**src/design/ust_pkg.sv**
```systemverilog
// Shared types and constants for the unsorted set table.
// Used by unsorted_set_table and ust_out_reg; depends on nothing else.
package ust_pkg;

  // Default sizing handed to the top-level parameters.
  localparam int CapacityDef  = 16;
  localparam int ValueBitsDef = 8;

  // Fixed field widths on the stream ports.
  localparam int CmdBits     = 2;
  localparam int ValueInBits = 8;
  localparam int CountBits   = 5;
  localparam int OutDataBits = 8;

  // Command codes carried in the input tuser.
  localparam logic [CmdBits-1:0] CmdInsert = 2'd0;
  localparam logic [CmdBits-1:0] CmdRemove = 2'd1;
  localparam logic [CmdBits-1:0] CmdQuery  = 2'd2;

  // One result word as produced by the table controller.
  typedef struct packed {
    logic                 rejected;
    logic [CountBits-1:0] count;
    logic                 found;
  } ust_res_t;

endpackage

```
**src/design/ust_out_reg.sv**
```systemverilog
// Output register stage for the unsorted set table result stream.
// Depends on ust_pkg for the result struct and field widths.
module ust_out_reg import ust_pkg::*; (
  input  logic                   clk_i,
  input  logic                   rst_ni,
  input  logic                   res_valid_i,
  output logic                   res_ready_o,
  input  ust_res_t               res_i,
  output logic                   m_axis_tvalid,
  input  logic                   m_axis_tready,
  output logic [OutDataBits-1:0] m_axis_tdata   // found, count[4:0], rejected, zero pad
);

  logic     vld_q, vld_d;
  ust_res_t res_q;

  assign res_ready_o = !vld_q || m_axis_tready;

  always_comb begin
    vld_d = vld_q;
    if (m_axis_tready) begin
      vld_d = 1'b0;
    end
    if (res_valid_i && res_ready_o) begin
      vld_d = 1'b1;
    end
  end

  always_ff @(posedge clk_i or negedge rst_ni) begin
    if (!rst_ni) begin
      vld_q <= 1'b0;
    end else begin
      vld_q <= vld_d;
    end
  end

  always_ff @(posedge clk_i) begin
    if (res_valid_i && res_ready_o) begin
      res_q <= res_i;
    end
  end

  assign m_axis_tvalid = vld_q;
  assign m_axis_tdata  = OutDataBits'({res_q.rejected, res_q.count, res_q.found});

endmodule

```
**src/design/unsorted_set_table.sv**
```systemverilog
// Top level of the unsorted set table: controller, entry memory and occupancy count.
// Depends on ust_pkg and instantiates ust_out_reg for the result stream.
//
// Channel   Dir  tdata (low bit up)                  tuser      Meaning
// s_axis    in   value[7:0]                          cmd[1:0]   one command word
// m_axis    out  found, count[4:0], rejected, pad    -          one result word
//
// An absent value goes through an accept step, one memory read per stored entry
// (issued back to back, each compared in the next cycle) and a decide step; an empty
// table skips the reads. A hit in slot j ends the scan early, and a remove that moves
// the last entry into the freed slot adds a move step.
// The next command is taken once the current one has handed its result to the
// output register, even if that register is still waiting on m_axis_tready.
// Reset clears the occupancy and control state at once; no clearing pass runs.
// A stalled output holds the controller in its final step with nothing changed.
module unsorted_set_table import ust_pkg::*; #(
  parameter int CAPACITY   = CapacityDef,
  parameter int VALUE_BITS = ValueBitsDef
) (
  input  logic                   clk_i,
  input  logic                   rst_ni,
  input  logic                   s_axis_tvalid,
  output logic                   s_axis_tready,
  input  logic [ValueInBits-1:0] s_axis_tdata,   // value[7:0]
  input  logic [CmdBits-1:0]     s_axis_tuser,   // cmd[1:0]
  output logic                   m_axis_tvalid,
  input  logic                   m_axis_tready,
  output logic [OutDataBits-1:0] m_axis_tdata    // found, count[4:0], rejected, zero pad
);

  // Address width for the entry memory and width of a count that can hold CAPACITY.
  localparam int AW = (CAPACITY > 1) ? $clog2(CAPACITY) : 1;
  localparam int CW = $clog2(CAPACITY + 1);

  // Controller states.
  localparam logic [1:0] StIdle   = 2'd0;
  localparam logic [1:0] StScan   = 2'd1;
  localparam logic [1:0] StDecide = 2'd2;
  localparam logic [1:0] StMove   = 2'd3;

  logic [1:0]            st_q, st_d;
  logic [CW-1:0]         occ_q, occ_d;
  logic [CmdBits-1:0]    cmd_q, cmd_d;
  logic [VALUE_BITS-1:0] val_q, val_d;
  logic                  found_q, found_d;
  logic [AW-1:0]         pos_q, pos_d;
  logic [CW-1:0]         iss_q, iss_d;
  logic                  chk_vld_q, chk_vld_d;
  logic [AW-1:0]         chk_idx_q, chk_idx_d;

  // Entry memory: one write port and one registered read port.
  logic [VALUE_BITS-1:0] mem [CAPACITY];
  logic                  rd_en;
  logic [AW-1:0]         rd_addr;
  logic [VALUE_BITS-1:0] rdata_q;
  logic                  mem_we;
  logic [AW-1:0]         mem_wa;
  logic [VALUE_BITS-1:0] mem_wd;

  logic                  in_acc;
  logic [VALUE_BITS-1:0] val_in;
  logic [CW-1:0]         last_idx;
  logic                  hit;
  logic                  last_chk;
  logic                  res_vld;
  logic                  res_rdy;
  logic                  rej;
  ust_res_t              res;

  assign s_axis_tready = (st_q == StIdle);
  assign in_acc        = s_axis_tvalid && s_axis_tready;

  // Only the low VALUE_BITS bits of the value take part.
  assign val_in = VALUE_BITS'(s_axis_tdata);

  // Index of the last occupied slot; only used while the table is not empty.
  assign last_idx = occ_q - CW'(1);

  // The compare stage sees the entry read in the previous cycle.
  assign hit      = chk_vld_q && (rdata_q == val_q);
  assign last_chk = chk_vld_q && (CW'(chk_idx_q) == last_idx);

  always_comb begin
    st_d      = st_q;
    occ_d     = occ_q;
    cmd_d     = cmd_q;
    val_d     = val_q;
    found_d   = found_q;
    pos_d     = pos_q;
    iss_d     = iss_q;
    rd_en     = 1'b0;
    rd_addr   = '0;
    mem_we    = 1'b0;
    mem_wa    = '0;
    mem_wd    = val_q;
    res_vld   = 1'b0;
    rej       = 1'b0;

    unique case (st_q)
      StIdle: begin
        if (in_acc) begin
          cmd_d   = s_axis_tuser;
          val_d   = val_in;
          found_d = 1'b0;
          iss_d   = '0;
          st_d    = (occ_q == '0) ? StDecide : StScan;
        end
      end

      StScan: begin
        // Keep issuing reads until every occupied slot has been requested.
        if (iss_q < occ_q) begin
          rd_en   = 1'b1;
          rd_addr = iss_q[AW-1:0];
          iss_d   = iss_q + CW'(1);
        end
        if (hit) begin
          found_d = 1'b1;
          pos_d   = chk_idx_q;
          st_d    = StDecide;
        end else if (last_chk) begin
          st_d = StDecide;
        end
      end

      StDecide: begin
        case (cmd_q)
          CmdInsert: begin
            if (res_rdy) begin
              res_vld = 1'b1;
              st_d    = StIdle;
              if (!found_q) begin
                if (occ_q < CW'(CAPACITY)) begin
                  mem_we = 1'b1;
                  mem_wa = occ_q[AW-1:0];
                  mem_wd = val_q;
                  occ_d  = occ_q + CW'(1);
                end else begin
                  rej = 1'b1;
                end
              end
            end
          end
          CmdRemove: begin
            if (found_q && (CW'(pos_q) != last_idx)) begin
              // Fetch the last entry so it can fill the hole.
              rd_en   = 1'b1;
              rd_addr = last_idx[AW-1:0];
              st_d    = StMove;
            end else if (res_rdy) begin
              res_vld = 1'b1;
              st_d    = StIdle;
              if (found_q) begin
                occ_d = last_idx;
              end
            end
          end
          default: begin
            // Query, and the unused code, only report.
            if (res_rdy) begin
              res_vld = 1'b1;
              st_d    = StIdle;
            end
          end
        endcase
      end

      StMove: begin
        if (res_rdy) begin
          mem_we  = 1'b1;
          mem_wa  = pos_q;
          mem_wd  = rdata_q;
          occ_d   = last_idx;
          res_vld = 1'b1;
          st_d    = StIdle;
        end
      end

      default: begin
        st_d = StIdle;
      end
    endcase

    chk_vld_d = rd_en && (st_q == StScan);
    chk_idx_d = rd_addr;
  end

  always_comb begin
    res.found    = found_q;
    res.count    = CountBits'(occ_d);
    res.rejected = rej;
  end

  always_ff @(posedge clk_i or negedge rst_ni) begin
    if (!rst_ni) begin
      st_q      <= StIdle;
      occ_q     <= '0;
      chk_vld_q <= 1'b0;
    end else begin
      st_q      <= st_d;
      occ_q     <= occ_d;
      chk_vld_q <= chk_vld_d;
    end
  end

  always_ff @(posedge clk_i) begin
    cmd_q     <= cmd_d;
    val_q     <= val_d;
    found_q   <= found_d;
    pos_q     <= pos_d;
    iss_q     <= iss_d;
    chk_idx_q <= chk_idx_d;
  end

  always_ff @(posedge clk_i) begin
    if (mem_we) begin
      mem[mem_wa] <= mem_wd;
    end
  end

  always_ff @(posedge clk_i) begin
    if (rd_en) begin
      rdata_q <= mem[rd_addr];
    end
  end

  ust_out_reg u_out_reg (
    .clk_i         (clk_i),
    .rst_ni        (rst_ni),
    .res_valid_i   (res_vld),
    .res_ready_o   (res_rdy),
    .res_i         (res),
    .m_axis_tvalid (m_axis_tvalid),
    .m_axis_tready (m_axis_tready),
    .m_axis_tdata  (m_axis_tdata)
  );

  // The occupancy never exceeds the table size.
  a_occ_range: assert property (@(posedge clk_i) disable iff (!rst_ni)
    occ_q <= CW'(CAPACITY))
    else $error("occupancy above capacity");

  // A refused insert only happens on a full table and leaves it full.
  a_reject_full: assert property (@(posedge clk_i) disable iff (!rst_ni)
    (res_vld && rej) |-> (occ_q == CW'(CAPACITY)) ##1 (occ_q == CW'(CAPACITY)))
    else $error("insert refused while table had room");

  // A value already present is never reported as refused.
  a_found_no_reject: assert property (@(posedge clk_i) disable iff (!rst_ni)
    res_vld |-> !(res.found && res.rejected))
    else $error("present value flagged as refused");

  // Each write into the table lands inside the occupied range or just past it.
  a_write_slot: assert property (@(posedge clk_i) disable iff (!rst_ni)
    mem_we |-> (CW'(mem_wa) <= occ_q) && (CW'(mem_wa) < CW'(CAPACITY)))
    else $error("table write outside the valid slots");

endmodule

```
**config.mk**
```make
export PLATFORM = sky130hd
export DESIGN_NAME = unsorted_set_table
export DESIGN_NICKNAME = d
export VERILOG_FILES = /design/src/design/ust_pkg.sv /design/src/design/ust_out_reg.sv /design/src/design/unsorted_set_table.sv
export SDC_FILE = /design/constraint.sdc
export NUM_CORES = 1
export LEC_CHECK = 0
export ABC_AREA = 1
export BUFFER_PORTS_ARGS = -buffer_cell sky130_fd_sc_hd__buf_2
export CORE_MARGIN = 2
export CORE_UTILIZATION = 41
export DETAILED_ROUTE_END_ITERATION = 6
export GPL_ROUTABILITY_DRIVEN = 0
export GPL_TIMING_DRIVEN = 0
export PLACE_DENSITY = 0.67
export SLEW_MARGIN = 40
export SYNTH_ARGS = -nofsm -noshare
export SYNTH_HDL_FRONTEND = slang
export SYNTH_SLANG_ARGS = --single-unit
```
**constraint.sdc**
```tcl
create_clock -name clk_i -period 8.2 [get_ports clk_i]
set_input_delay 1.64 -clock clk_i [delete_from_list [all_inputs] [get_ports clk_i]]
set_output_delay 1.64 -clock clk_i [all_outputs]
set_load 0.005 [all_outputs]
```
# ---- After elaboration in Yosys (flattened, before gate mapping)
# Memories as Yosys holds them, arrays and structs flattened. A register that Yosys moved wholly into a read port is not among the register bits.
# Index checks and enable logic that the tools add are counted.
dict set report op_classes {
  eq_ne 11
  reduce_logical 19
  n_lt_le_gt_ge 2
  n_mux 53
  add_sub_neg 3
  bitwise 3
}
# cell n
set ops {}
lappend ops {{$mux 5} 9}
lappend ops {{$mux 4} 8}
lappend ops {{$pmux 5 s2} 3}
lappend ops {{$mux 1} 17}
lappend ops {{$mux 8} 2}
lappend ops {{$pmux 4 s2} 2}
lappend ops {{$mux 2} 7}
lappend ops {{$add 5x1->5 const B} 2}
lappend ops {{$eq 8x8->1} 1}
lappend ops {{$pmux 1 s2} 4}
lappend ops {{$pmux 2 s4} 1}
lappend ops {{$logic_and 1x1->1} 6}
lappend ops {{$reduce_and 2->1} 3}
lappend ops {{$reduce_and 3->1} 2}
lappend ops {{$eq 4x5->1} 1}
lappend ops {{$logic_not 5->1} 1}
lappend ops {{$lt 5x5->1} 1}
lappend ops {{$lt 5x5->1 const B} 1}
lappend ops {{$ne 4x5->1} 1}
lappend ops {{$sub 5x1->5 const B} 1}
lappend ops {{$eq 2x1->1 const B} 2}
lappend ops {{$eq 2x2->1 const B} 2}
lappend ops {{$logic_not 2->1} 2}
lappend ops {{$ne 2x2->1 const B} 2}
lappend ops {{other kinds (7)} 10}
dict set report totals {
  out_inout_bits 10
  ff_bits 40
  input_bits 14
  mem_count 1
  mem_bits_rw 128
  elab_cells 105
}
# memory depth word_bits read_ports rd_clocked_by_memory_dff write_ports line
set mem_list {}
lappend mem_list {mem 16 8 1 1 1 unsorted_set_table.sv:52} ;# logic [VALUE_BITS-1:0] mem [CAPACITY];

# ---- Logic depth before layout (Yosys ltp)
# Gate-level depths: netlist of the first run.
dict set report logic_depth {
  depth_word 8
  depth_mapped 20
  depth_no_buf 18
}

# ---- Modules after synthesis
# Synthesis of the first run repeated with hierarchy kept, for this count alone.
dict set report unflattened {
  hier_cells 829
  area_unflattened_um2 8526.9
}
# module seq_area_each_um2 cells_per_inst area_per_inst_um2 instances
set modules_own_cells {}
lappend modules_own_cells {unsorted_set_table 4964.8 814 8260.4 1}
lappend modules_own_cells {ust_out_reg 235.2 15 266.5 1}

# ---- Worst setup path after synthesis of the first run
# Ideal clock, no wire load.
dict set report synth_timing {
  kind {input-to-reg}
  from {input m_axis_tready}
  to {memory mem[5][0] in the netlist's numbering, enable pin}
  path_buffers 0
  stages 11
  path_slack_ns 4.596
  arrival_time_ns 3.234
  setup_ns 0.370
  path_cell_list {nor2_1 > nor2_1 > inv_1 > nor3_1 > inv_1 > nor2_1 > inv_1 > o22ai_1 > inv_1 > or2_2 > nor2_1}
}
dict set report synth_between {
  elab_chain_len 6
  elab_cells_between_ends 11
  classes_between {mux: 10; reduce/logical: 1}
}
# element line
set synth_rtl {}
lappend synth_rtl {{from (decl)} unsorted_set_table.sv:27} ;# input logic m_axis_tready,
lappend synth_rtl {{$logic_or 1x1->1 (*)} ust_out_reg.sv:17} ;# assign res_ready_o = !vld_q || m_axis_tready;
lappend synth_rtl {{$mux 1} unsorted_set_table.sv:129} ;# if (res_rdy) begin
lappend synth_rtl {{$mux 1} unsorted_set_table.sv:127} ;# case (cmd_q)
lappend synth_rtl {{$pmux 1 s2} unsorted_set_table.sv:99} ;# unique case (st_q)
lappend synth_rtl {{$mux 1} unsorted_set_table.sv:216} ;# if (mem_we) begin
lappend synth_rtl {{$mux 1 (implied by the code)} unsorted_set_table.sv:217} ;# mem[mem_wa] <= mem_wd;
lappend synth_rtl {{to (decl)} unsorted_set_table.sv:52}
# Every way passes the cells marked *; elsewhere a longest branch is shown, timed or not.

# ---- Worst setup path in the final report of the first run
dict set report layout_timing {
  from {input m_axis_tready}
  to {memory mem[6][0] in the netlist's numbering, enable pin}
}
# The elaborated chain is that of the path after synthesis.

==> results of run 1 <==
## cells by family after synthesis
group                      share of synthesized area
adders and majority gates                     0.0176
xor gates and xnor gates                     0.00924
DFF                                            0.610
AOI/OAI and AO/OA                             0.0448
buffers and inverters                         0.0876
other                                       0.000440
and+or+nand+nor                                0.231
## state kept, by name, indices dropped and copies added, names as in the netlist
register and cells:
mem 128, rdata_q 8, val_q 8, u_out_reg.m_axis_tdata 7, iss_q 5, occ_q 5
chk_idx_q 4, pos_q 4, cmd_q 2, st_q 2, chk_vld_q 1, found_q 1
u_out_reg.m_axis_tvalid 1
## where the power goes
group	switching (mW)	internal, mW	leakage (nW)	total, mW
clock network	0.369	0.427	0.268	0.795
registers	0.0681	1.21	1.63	1.28
logic	0.876	0.356	1.95	1.23
total	1.31	1.99	3.85	3.30
## metal layers
metal	track usage	part of all wire	vias up
met5	0	0	-
met4	0.0710	0.026	0
met3	0.0515	0.068	38
met2	0.308	0.48	201
met1	0.250	0.43	2847
li1	-	-	2911
## cell type report
cell class / instances / area, um2 / area share
Tap cell: 270 / 338 / 0.0350
Clock buffer: 17 / 425 / 0.0441
Buffer: 36 / 231 / 0.0240
Sequential cell: 176 / 5200 / 0.539
Inverter: 136 / 515 / 0.0534
Timing Repair Buffer: 26 / 151 / 0.0157
Clock inverter: 15 / 158 / 0.0163
Multi-Input combinational cell: 478 / 2630 / 0.272
## layout by cell type (no fill, tap or decap), drive strengths merged
| cell type | n |
|---|---|
| o211ai | 6 |
| o221ai | 2 |
| a211oi | 1 |
| clkbuf | 26 |
| xnor2 | 4 |
| nand4 | 6 |
| o2111ai | 2 |
| o22ai | 4 |
| a21oi | 13 |
| nor3 | 6 |
| edfxtp | 163 |
| a22oi | 3 |
| o21bai | 1 |
| clkinvlp | 5 |
| or2 | 2 |
| buf | 53 |
| clkinv | 7 |
| nand2 | 133 |
| a22o | 1 |
| o31ai | 3 |
| dfrtp | 9 |
| nor4 | 1 |
| nand3 | 164 |
| xor2 | 5 |
| o311ai | 2 |
| nand3b | 40 |
| and2 | 1 |
| inv | 138 |
| ha | 12 |
| o21a | 2 |
| o21ai | 19 |
| bufinv | 1 |
| conb | 1 |
| dfxtp | 4 |
| nor2 | 44 |
## path summary, 6_finish.rpt
path                                      start                  end  slack [ns]  cells past startpoint
setup reg to reg            st_q[0]$_DFFE_PN0P_  mem[6][0]$_DFFE_PP_        4.53                      8
hold / removal             chk_idx_q[3]$_DFF_P_   pos_q[3]$_DFFE_PP_        0.45                      0
hold reg to reg            chk_idx_q[3]$_DFF_P_   pos_q[3]$_DFFE_PP_        0.45                      0
setup / recovery                  m_axis_tready  mem[6][0]$_DFFE_PP_        3.98                      8
max in group asynchronous                rst_ni   occ_q[1]$_DFF_PN0_        6.94                      1
min in group asynchronous                rst_ni  st_q[0]$_DFFE_PN0P_        1.06                      1
## worst max-delay path: cells and delay by family
family	cells	cell delay [ns]
buffers and inverters	3	0.64
AOI/OAI and AO/OA	1	0.49
and+or+nand+nor	4	1.49
## metrics by stage
stage | utilization | hold WS (ns) | worst slack (ns)
after floorplan | - | 0.428 | 4.60
after global placement | 0.442 | 0.437 | 3.19
after detailed placement | 0.446 | 0.435 | 3.68
after CTS | 0.475 | 0.450 | 4.13
after global routing | 0.475 | 0.474 | 3.84
final | 0.475 | 0.452 | 3.98
==> results.toml, run 1 <==
[critical_path]
crit_fanout = 9
critPathLaunchType = "input port"
worstPathCellList = "buf_2 -> nor2_1 -> nor2_1 -> clkinv_1 -> o22ai_1 -> inv_1 -> or2_2 -> nor2_1"
timing.setup.critical_path_class = "in -> reg"
critPathMaxStageDelay_ns = 0.63
crit_slowest_cell = "sky130_fd_sc_hd__nor2_1"
worstPathRequired_ns = 8.26
critPathMostFrequentCell = "sky130_fd_sc_hd__nor2_1"
cp_data_arrival_time_ns = 4.27
timing.critical_path.to_type = "flop"

[clock_network]
cts_repair_resize_count = 0
cts-htree-levels = 4
cts_buffers = 17
clock_latency_on_the_worst_skew_pair_ns = 0.44
worst_setup_hold_path_clk_slew_ns = 0.07
post_cts_hold_buffer_count = 0
cts.sink_count = 176
clock_tree.buffer_depth = 2
post_cts_setup_repair_buffer_count = 0
cts_tree = "yes"
cts-root-buf = "sky130_fd_sc_hd__clkbuf_16"

[sta]
timing.final.setup_violations = 0
worst-slew-pin-transition_ns = 0.815
grt_setup_unrepaired = "no"
final_max_slew_viol_count = 0
slew_headroom = 0.455
setup_total_negative_slack_ns = 0
min_period_over_period = 0.514
report.final.hold_viol_count = 0
fin_crit_ns = 4.22
fmax_ghz = 0.237
worst_clock_skew_ns = 0.0111

[drt]
via_count_of_the_routed_design = 5997
number_of_nets_with_antenna_violations_after_detailed_routing = 0
viasPerCell = 5.20
detail_route.first_pass.iterations = 6
detailedRoute.firstIterationViolations = 527
post-route-drc-count = 0
wire_per_inst_um = 17.6
wl_um = 20300

[synthesis]
synth-async-reset-ratio = 0.0511
synth_sequential_area_ratio = 0.610
total_standard_cell_area_after_synthesis_um2 = 8530
yosys.area.top_type_share = 0.574
yosys-top-cells-count = "sky130_fd_sc_hd__edfxtp_1, sky130_fd_sc_hd__nand3_1, sky130_fd_sc_hd__inv_1"
synth_top_area_cell = "sky130_fd_sc_hd__edfxtp_1"
synthesized_net_count = 852
biggest_area_contributors_in_the_synthesized_netlist = "sky130_fd_sc_hd__edfxtp_1, sky130_fd_sc_hd__nand3_1, sky130_fd_sc_hd__inv_1"
netlist-cell-type-count = 48
yosys_most_used_dff = "sky130_fd_sc_hd__edfxtp_1"
synth_seq_cells = 176
synth_enable_flop_cells = 163
avgSynthCellArea_um2 = 10.3
netlist_instances = 826
synth.yosys.warnings = 0

[floorplanning]
initial_utilization = 0.420
chipWidth_um = 148
core_region_area_um2 = 20300
die_height_um = 148
placement_rows = 52
die_area_um2 = 22000
top_level_ports = 24

[grt]
globalRouteTotalUtil = 0.191
grt_first_pass_wirelength_um = 31300
antenna_found_initial = 0
via_count_of_the_first_global_routing_pass = 5690
global_route.overflow_total = 0
grt_start_max_net_pins = 18

[final_layout]
post_route_cells_drive_above_1_share = 0.128
finish.net_count = 897
filler_cell_count = 1894
postLayoutCellArea_um2 = 9650
antenna_cells_inserted = 0
synthToLayoutAreaGrowth_pct = 13.1
final-instance-count-excl-fill = 1154

[place]
port-buffer-count = 22
detailedPlacementHpwl_um = 14400
postPlaceCellArea_um2 = 9060
placedCellCount = 1122

[worst_hold_path]
hold_class = "reg -> reg"

[power_and_ir_drop]
power.density_nw_per_um2 = 342
vdd_drop_max_uv = 187
design_power_total_mw = 3.30
power.static_leakage_nw = 3.85

[outcome]
outcome = "finished, final reports clean"

[job]
maxCapViolations = 0
Power figures use the tool's default switching activity.
==> run 2: changes to the inputs <==
--- a/config.mk
+++ b/config.mk
@@ -5,7 +5,7 @@
 export SDC_FILE = /design/constraint.sdc
 export NUM_CORES = 1
 export LEC_CHECK = 0
-export ABC_AREA = 1
+export ABC_AREA = 0
 export BUFFER_PORTS_ARGS = -buffer_cell sky130_fd_sc_hd__buf_2
 export CORE_MARGIN = 2
 export CORE_UTILIZATION = 41
==> constraint.sdc (replaced) <==
create_clock -name clk_i -period 4 [get_ports clk_i]
set_input_delay 0.8 -clock clk_i [delete_from_list [all_inputs] [get_ports clk_i]]
set_output_delay 0.8 -clock clk_i [all_outputs]
set_load 0.005 [all_outputs]
==> results.toml, run 2 <==
[final_layout]
leading_cell_type_in_the_layout_fill_and_taps_excluded = "sky130_fd_sc_hd__edfxtp_1"
post_route_cells_drive_above_1_share = 0.146
antenna_cells_inserted = 0
finish.net_count = 682
most-common-layout-cells = "sky130_fd_sc_hd__edfxtp_1, sky130_fd_sc_hd__nand2_1, sky130_fd_sc_hd__o21ai_0"
final-instance-count-excl-fill = 934
synthToLayoutAreaGrowth_pct = 13.1
filler_cell_count = 1724
postLayoutCellArea_um2 = 9110
final_util = 0.471
largest_registers_in_the_final_layout = "mem (128), rdata_q (8), val_q (8)"
max_flop_register = "mem"
largest_register_ffs = 128

[synthesis]
yosys.area.top_type_share = 0.608
synth_seq_cells = 176
biggest_area_contributors_in_the_synthesized_netlist = "sky130_fd_sc_hd__edfxtp_1, sky130_fd_sc_hd__nand2_1, sky130_fd_sc_hd__o21ai_0"
yosys-top-cells-count = "sky130_fd_sc_hd__edfxtp_1, sky130_fd_sc_hd__nand2_1, sky130_fd_sc_hd__o21ai_0"
synthesized_net_count = 641
netlist_instances = 615
total_standard_cell_area_after_synthesis_um2 = 8050
yosys_most_used_dff = "sky130_fd_sc_hd__edfxtp_1"
synthAdderAreaFrac = 0.0187
synth.yosys.warnings = 0
synth_sequential_area_ratio = 0.646
synth-async-reset-ratio = 0.0511
synth_enable_flop_cells = 163
synth_compound_area_frac = 0.122
netlist-cell-type-count = 64
most_common_cell_in_the_netlist = "sky130_fd_sc_hd__edfxtp_1"
synth_top_area_cell = "sky130_fd_sc_hd__edfxtp_1"
synth_top_family_by_area = "compound AO/OA/AOI/OAI gates"
proportion_of_synthesized_area_in_mux_cells = 0.0435
synth_xor_area_frac = 0.0317
avgSynthCellArea_um2 = 13.1
synthSimpleGateAreaFrac = 0.108

[critical_path]
crit_fanout = 8
critPathLaunchType = "flop"
worstPathRequired_ns = 4.06
cp_data_arrival_time_ns = 3.92
timing.critical_path.to_type = "flop"
timing.setup.critical_path_class = "reg -> reg"

[clock_network]
worst_setup_hold_path_clk_slew_ns = 0.07
cts-root-buf = "sky130_fd_sc_hd__clkbuf_16"
post_cts_setup_repair_buffer_count = 0
cts_buffers = 17
cts_repair_resize_count = 0
cts_tree = "yes"
post_cts_hold_buffer_count = 0
clock_tree.buffer_depth = 2
cts.sink_count = 176
cts-htree-levels = 4
clock_latency_on_the_worst_skew_pair_ns = 0.43

[place]
placedCellCount = 902
place_ws_ns = 0.0798
detailedPlacementHpwl_um = 13000
postPlaceCellArea_um2 = 8490
port-buffer-count = 22

[power_and_ir_drop]
power.static_leakage_nw = 3.25
power.density_nw_per_um2 = 748
internal-power_mw = 4.29
pwr-share-comb = 0.361
vdd_drop_max_uv = 299
power.share.clock = 0.252
design_power_total_mw = 6.81
fraction_of_power_spent_switching_nets = 0.369
power.switching_mw = 2.51
seqPwrFrac = 0.387

[floorplanning]
placement_rows = 51
core_region_area_um2 = 19300
top_level_ports = 24
die_height_um = 144
initial_utilization = 0.416
die_area_um2 = 20800
chipWidth_um = 144

[drt]
via_count_of_the_routed_design = 5165
detailedRoute.firstIterationViolations = 546
wire_per_inst_um = 20.1
wl_um = 18700
detail_route.first_pass.iterations = 6
number_of_nets_with_antenna_violations_after_detailed_routing = 0
viasPerCell = 5.53
post-route-drc-count = 0

[grt]
antenna_found_initial = 0
globalRouteTotalUtil = 0.186
global_route.overflow_total = 0
grt_start_max_net_pins = 19
grt_first_pass_wirelength_um = 28500
via_count_of_the_first_global_routing_pass = 5106

[sta]
timing.final.setup_violations = 0
min_period_over_period = 0.963
worst-slew-pin-transition_ns = 0.864
slew_headroom = 0.418
fin_crit_ns = 3.85
final_max_slew_viol_count = 0
grt_setup_unrepaired = "no"
fmax_ghz = 0.260
timing.hold.ws_ns = 0.227
finalWorstSetupSlack_ns = 0.148
setup_total_negative_slack_ns = 0
report.final.hold_viol_count = 0
worst_clock_skew_ns = 0.00816

[job]
maxCapViolations = 0

[worst_hold_path]
hold_class = "in -> async"

[outcome]
outcome = "finished, final reports clean"
[run 2: cell type report]
cell class | instances | area (um2) | share of cell area
flip-flops and latches | 176 | 5200 | 0.571
plain buffers | 32 | 183 | 0.0201
well taps | 265 | 332 | 0.0364
inverters | 14 | 52.6 | 0.00577
clock buffers | 17 | 425 | 0.0467
repair buffers | 22 | 110 | 0.0121
clock inverters | 15 | 190 | 0.0209
multi-input cells | 393 | 2610 | 0.287
[run 2: power by group through the flow]
stage | sequential, mW | clock, mW | combinational (mW)
finish | 2.64 | 1.71 | 2.46
global route | 2.66 | 1.80 | 2.67
CTS | 2.64 | 1.73 | 2.43
detailed placement | 2.67 | 0 | 2.42
global placement | 2.66 | 0 | 2.34
floorplan | 2.62 | 0 | 1.70
[run 2: metal layers]
metal  vias to the layer above  track usage  wire (um)
met5                         -            0          0
met4                         0       0.0764        585
met3                        40       0.0470       1280
met2                       206        0.308       9010
met1                      2525        0.236       7860
li1                       2394            -          -
[run 2: critical path: stages (launching register included)]
cell and delay [ns]:
sky130_fd_sc_hd__edfxtp_1 0.36, sky130_fd_sc_hd__clkbuf_1 0.20, sky130_fd_sc_hd__nor4_1 0.79, sky130_fd_sc_hd__and3_1 0.26, sky130_fd_sc_hd__clkbuf_1 0.31, sky130_fd_sc_hd__nand2_1 0.20
sky130_fd_sc_hd__o32ai_1 0.67, sky130_fd_sc_hd__nor2b_1 0.67
[run 2: worst paths after layout]
check / startpoint / to / slack, ns / cells past startpoint
worst max-delay path: cmd_q[1]$_DFFE_PP_ / mem[10][0]$_DFFE_PP_ / 0.15 / 7
worst min-delay path: rst_ni / occ_q[2]$_DFF_PN0_ / 0.23 / 1
worst max register to register: cmd_q[1]$_DFFE_PP_ / mem[10][0]$_DFFE_PP_ / 0.15 / 7
worst min register to register: chk_idx_q[2]$_DFF_P_ / pos_q[2]$_DFFE_PP_ / 0.47 / 0
max in group asynchronous: rst_ni / st_q[1]$_DFFE_PN0P_ / 3.56 / 1
min in group clk_i: chk_idx_q[2]$_DFF_P_ / pos_q[2]$_DFFE_PP_ / 0.47 / 0
[run 2: cells by family after synthesis]
family / after synthesis
DFF: 176
and+or+nand+nor: 173
AOI/OAI and AO/OA: 149
buffers and inverters: 46
muxes: 33
xor gates and xnor gates: 25
adders and majority gates: 12
other: 1
==> run 3: changes to the inputs <==
--- a/config.mk
+++ b/config.mk
@@ -7,6 +7,7 @@
 export LEC_CHECK = 0
 export ABC_AREA = 0
 export BUFFER_PORTS_ARGS = -buffer_cell sky130_fd_sc_hd__buf_2
+export CAP_MARGIN = 5
 export CORE_MARGIN = 2
 export CORE_UTILIZATION = 41
 export DETAILED_ROUTE_END_ITERATION = 6
==> constraint.sdc (replaced) <==
create_clock -name clk_i -period 3.76 [get_ports clk_i]
set_input_delay 0.752 -clock clk_i [delete_from_list [all_inputs] [get_ports clk_i]]
set_output_delay 0.752 -clock clk_i [all_outputs]
set_load 0.005 [all_outputs]
==> results.toml, run 3 (synthesized netlist as in run 2, its figures left out) <==
[outcome]
outcome = "finished, final reports clean"

[floorplanning]
die_area_um2 = 20800
initial_utilization = 0.416
core_region_area_um2 = 19300
die_height_um = 144
chipWidth_um = 144
placement_rows = 51
top_level_ports = 24

[clock_network]
cts_buffers = 17
cts.sink_count = 176
cts-htree-levels = 4
cts-root-buf = "sky130_fd_sc_hd__clkbuf_16"
clock_latency_on_the_worst_skew_pair_ns = 0.44
worst_setup_hold_path_clk_slew_ns = 0.07
cts_tree = "yes"
clock_tree.buffer_depth = 2
post_cts_hold_buffer_count = 0

[drt]
number_of_nets_with_antenna_violations_after_detailed_routing = 0
wl_um = 18900
via_count_of_the_routed_design = 5221
detail_route.first_pass.iterations = 5
detailedRoute.firstIterationViolations = 418
post-route-drc-count = 0
viasPerCell = 5.53
wire_per_inst_um = 20.0

[grt]
via_count_of_the_first_global_routing_pass = 5106
antenna_found_initial = 0
grt_first_pass_wirelength_um = 28500
globalRouteTotalUtil = 0.186
grt_start_max_net_pins = 19
global_route.overflow_total = 0

[job]
maxCapViolations = 0

[power_and_ir_drop]
power.static_leakage_nw = 3.30
power.density_nw_per_um2 = 793
power.share.clock = 0.251
fraction_of_power_spent_switching_nets = 0.369
internal-power_mw = 4.60
vdd_drop_max_uv = 324
seqPwrFrac = 0.384
pwr-share-comb = 0.365
power.switching_mw = 2.69
design_power_total_mw = 7.30

[sta]
fmax_ghz = 0.275
slew_headroom = 0.443
timing.final.setup_violations = 0
fin_crit_ns = 3.63
final_max_slew_viol_count = 0
setup_total_negative_slack_ns = 0
report.final.hold_viol_count = 0
grt_setup_unrepaired = "no"
finalWorstSetupSlack_ns = 0.125
worst_clock_skew_ns = 0.0133
worst-slew-pin-transition_ns = 0.834
min_period_over_period = 0.967

[critical_path]
timing.setup.critical_path_class = "reg -> reg"
worstPathRequired_ns = 3.93
critPathLaunchType = "flop"
timing.critical_path.to_type = "flop"
cp_data_arrival_time_ns = 3.81
crit_fanout = 10
setup.reg_to_reg.worst_slack_ns = 0.13

[place]
postPlaceCellArea_um2 = 8490
place_ws_ns = -0.112
detailedPlacementHpwl_um = 13000
port-buffer-count = 22

[final_layout]
filler_cell_count = 1707
ff_latch_area_um2 = 5200
multiInputGateArea_um2 = 2630
most-common-layout-cells = "sky130_fd_sc_hd__edfxtp_1, sky130_fd_sc_hd__nand2_1, sky130_fd_sc_hd__o21ai_0"
antenna_cells_inserted = 0
final_util = 0.476
leading_cell_type_in_the_layout_fill_and_taps_excluded = "sky130_fd_sc_hd__edfxtp_1"
largest_register_ffs = 128
finish.net_count = 692
postLayoutCellArea_um2 = 9200
synthToLayoutAreaGrowth_pct = 14.3
max_flop_register = "mem"
post_route_cells_drive_above_1_share = 0.166
largest_registers_in_the_final_layout = "mem (128), rdata_q (8), val_q (8)"

[worst_hold_path]
hold_class = "in -> async"
-- run 3: area by class of cell --
type	instances	area share
sequential	176	0.565
multi-input combinational	393	0.286
clock buffer	17	0.0462
tap	265	0.0360
clock inverter	15	0.0207
timing repair buffer	32	0.0201
buffer	32	0.0199
inverter	14	0.00571
-- run 3: stage by stage --
| stage | instances | hold slack, ns |
|---|---|---|
| finish | 944 | 0.170 |
| global route | 944 | 0.176 |
| CTS | 934 | 0.177 |
| detailed placement | 902 | 0.443 |
| global placement | 902 | 0.434 |
| floorplan | 615 | 0.428 |
-- run 3: final timing paths --
| check | from | to | depth (start not counted) |
|---|---|---|---|
| worst min-delay path | rst_ni | occ_q[3]$_DFF_PN0_ | 1 |
| min in group clk_i | chk_idx_q[2]$_DFF_P_ | pos_q[2]$_DFFE_PP_ | 0 |
| max in group asynchronous | rst_ni | st_q[0]$_DFFE_PN0P_ | 1 |
| worst min register to register | chk_idx_q[2]$_DFF_P_ | pos_q[2]$_DFFE_PP_ | 0 |
| worst max-delay path | occ_q[1]$_DFF_PN0_ | rdata_q[2]$_DFFE_PN_ | 12 |
| worst max register to register | occ_q[1]$_DFF_PN0_ | rdata_q[2]$_DFFE_PN_ | 12 |
-- run 3: power by group through the flow --
stage / Combinational [mW] / Sequential (mW) / Clock [mW]
4_1_cts: 2.59 / 2.80 / 1.84
3_5_place_dp: 2.58 / 2.84 / 0
3_3_place_gp: 2.48 / 2.83 / 0
2_1_floorplan: 1.80 / 2.79 / 0
6_report: 2.66 / 2.80 / 1.83
5_1_grt: 2.89 / 2.83 / 1.92
-- run 3: layer usage --
metal	part of all wire	global-route usage	wire length, um	vias to the layer above
li1	-	-	-	2417
met1	0.43	0.236	8100	2559
met2	0.48	0.308	9030	208
met3	0.060	0.0470	1140	37
met4	0.032	0.0764	608	0
met5	0	0	0	-
-- run 3: what timing repair did --
action                     4_1_cts  5_1_grt
setup endpoints to repair        0       48
hold endpoints to repair         0        0
buffers inserted                 0       10
resized for setup                0        5
-- run 3: worst max-delay path, cell delays in order (launching register included) --
cell and delay (ns):
sky130_fd_sc_hd__dfrtp_1 0.49, sky130_fd_sc_hd__inv_1 0.17, sky130_fd_sc_hd__ha_2 0.29, sky130_fd_sc_hd__xor3_1 0.29, sky130_fd_sc_hd__nor3_4 0.30, sky130_fd_sc_hd__a311oi_4 0.13
sky130_fd_sc_hd__buf_4 0.19, sky130_fd_sc_hd__o21ai_4 0.24, sky130_fd_sc_hd__buf_4 0.27, sky130_fd_sc_hd__mux2i_1 0.29, sky130_fd_sc_hd__mux2_2 0.24, sky130_fd_sc_hd__o22ai_1 0.12
sky130_fd_sc_hd__a221o_1 0.33
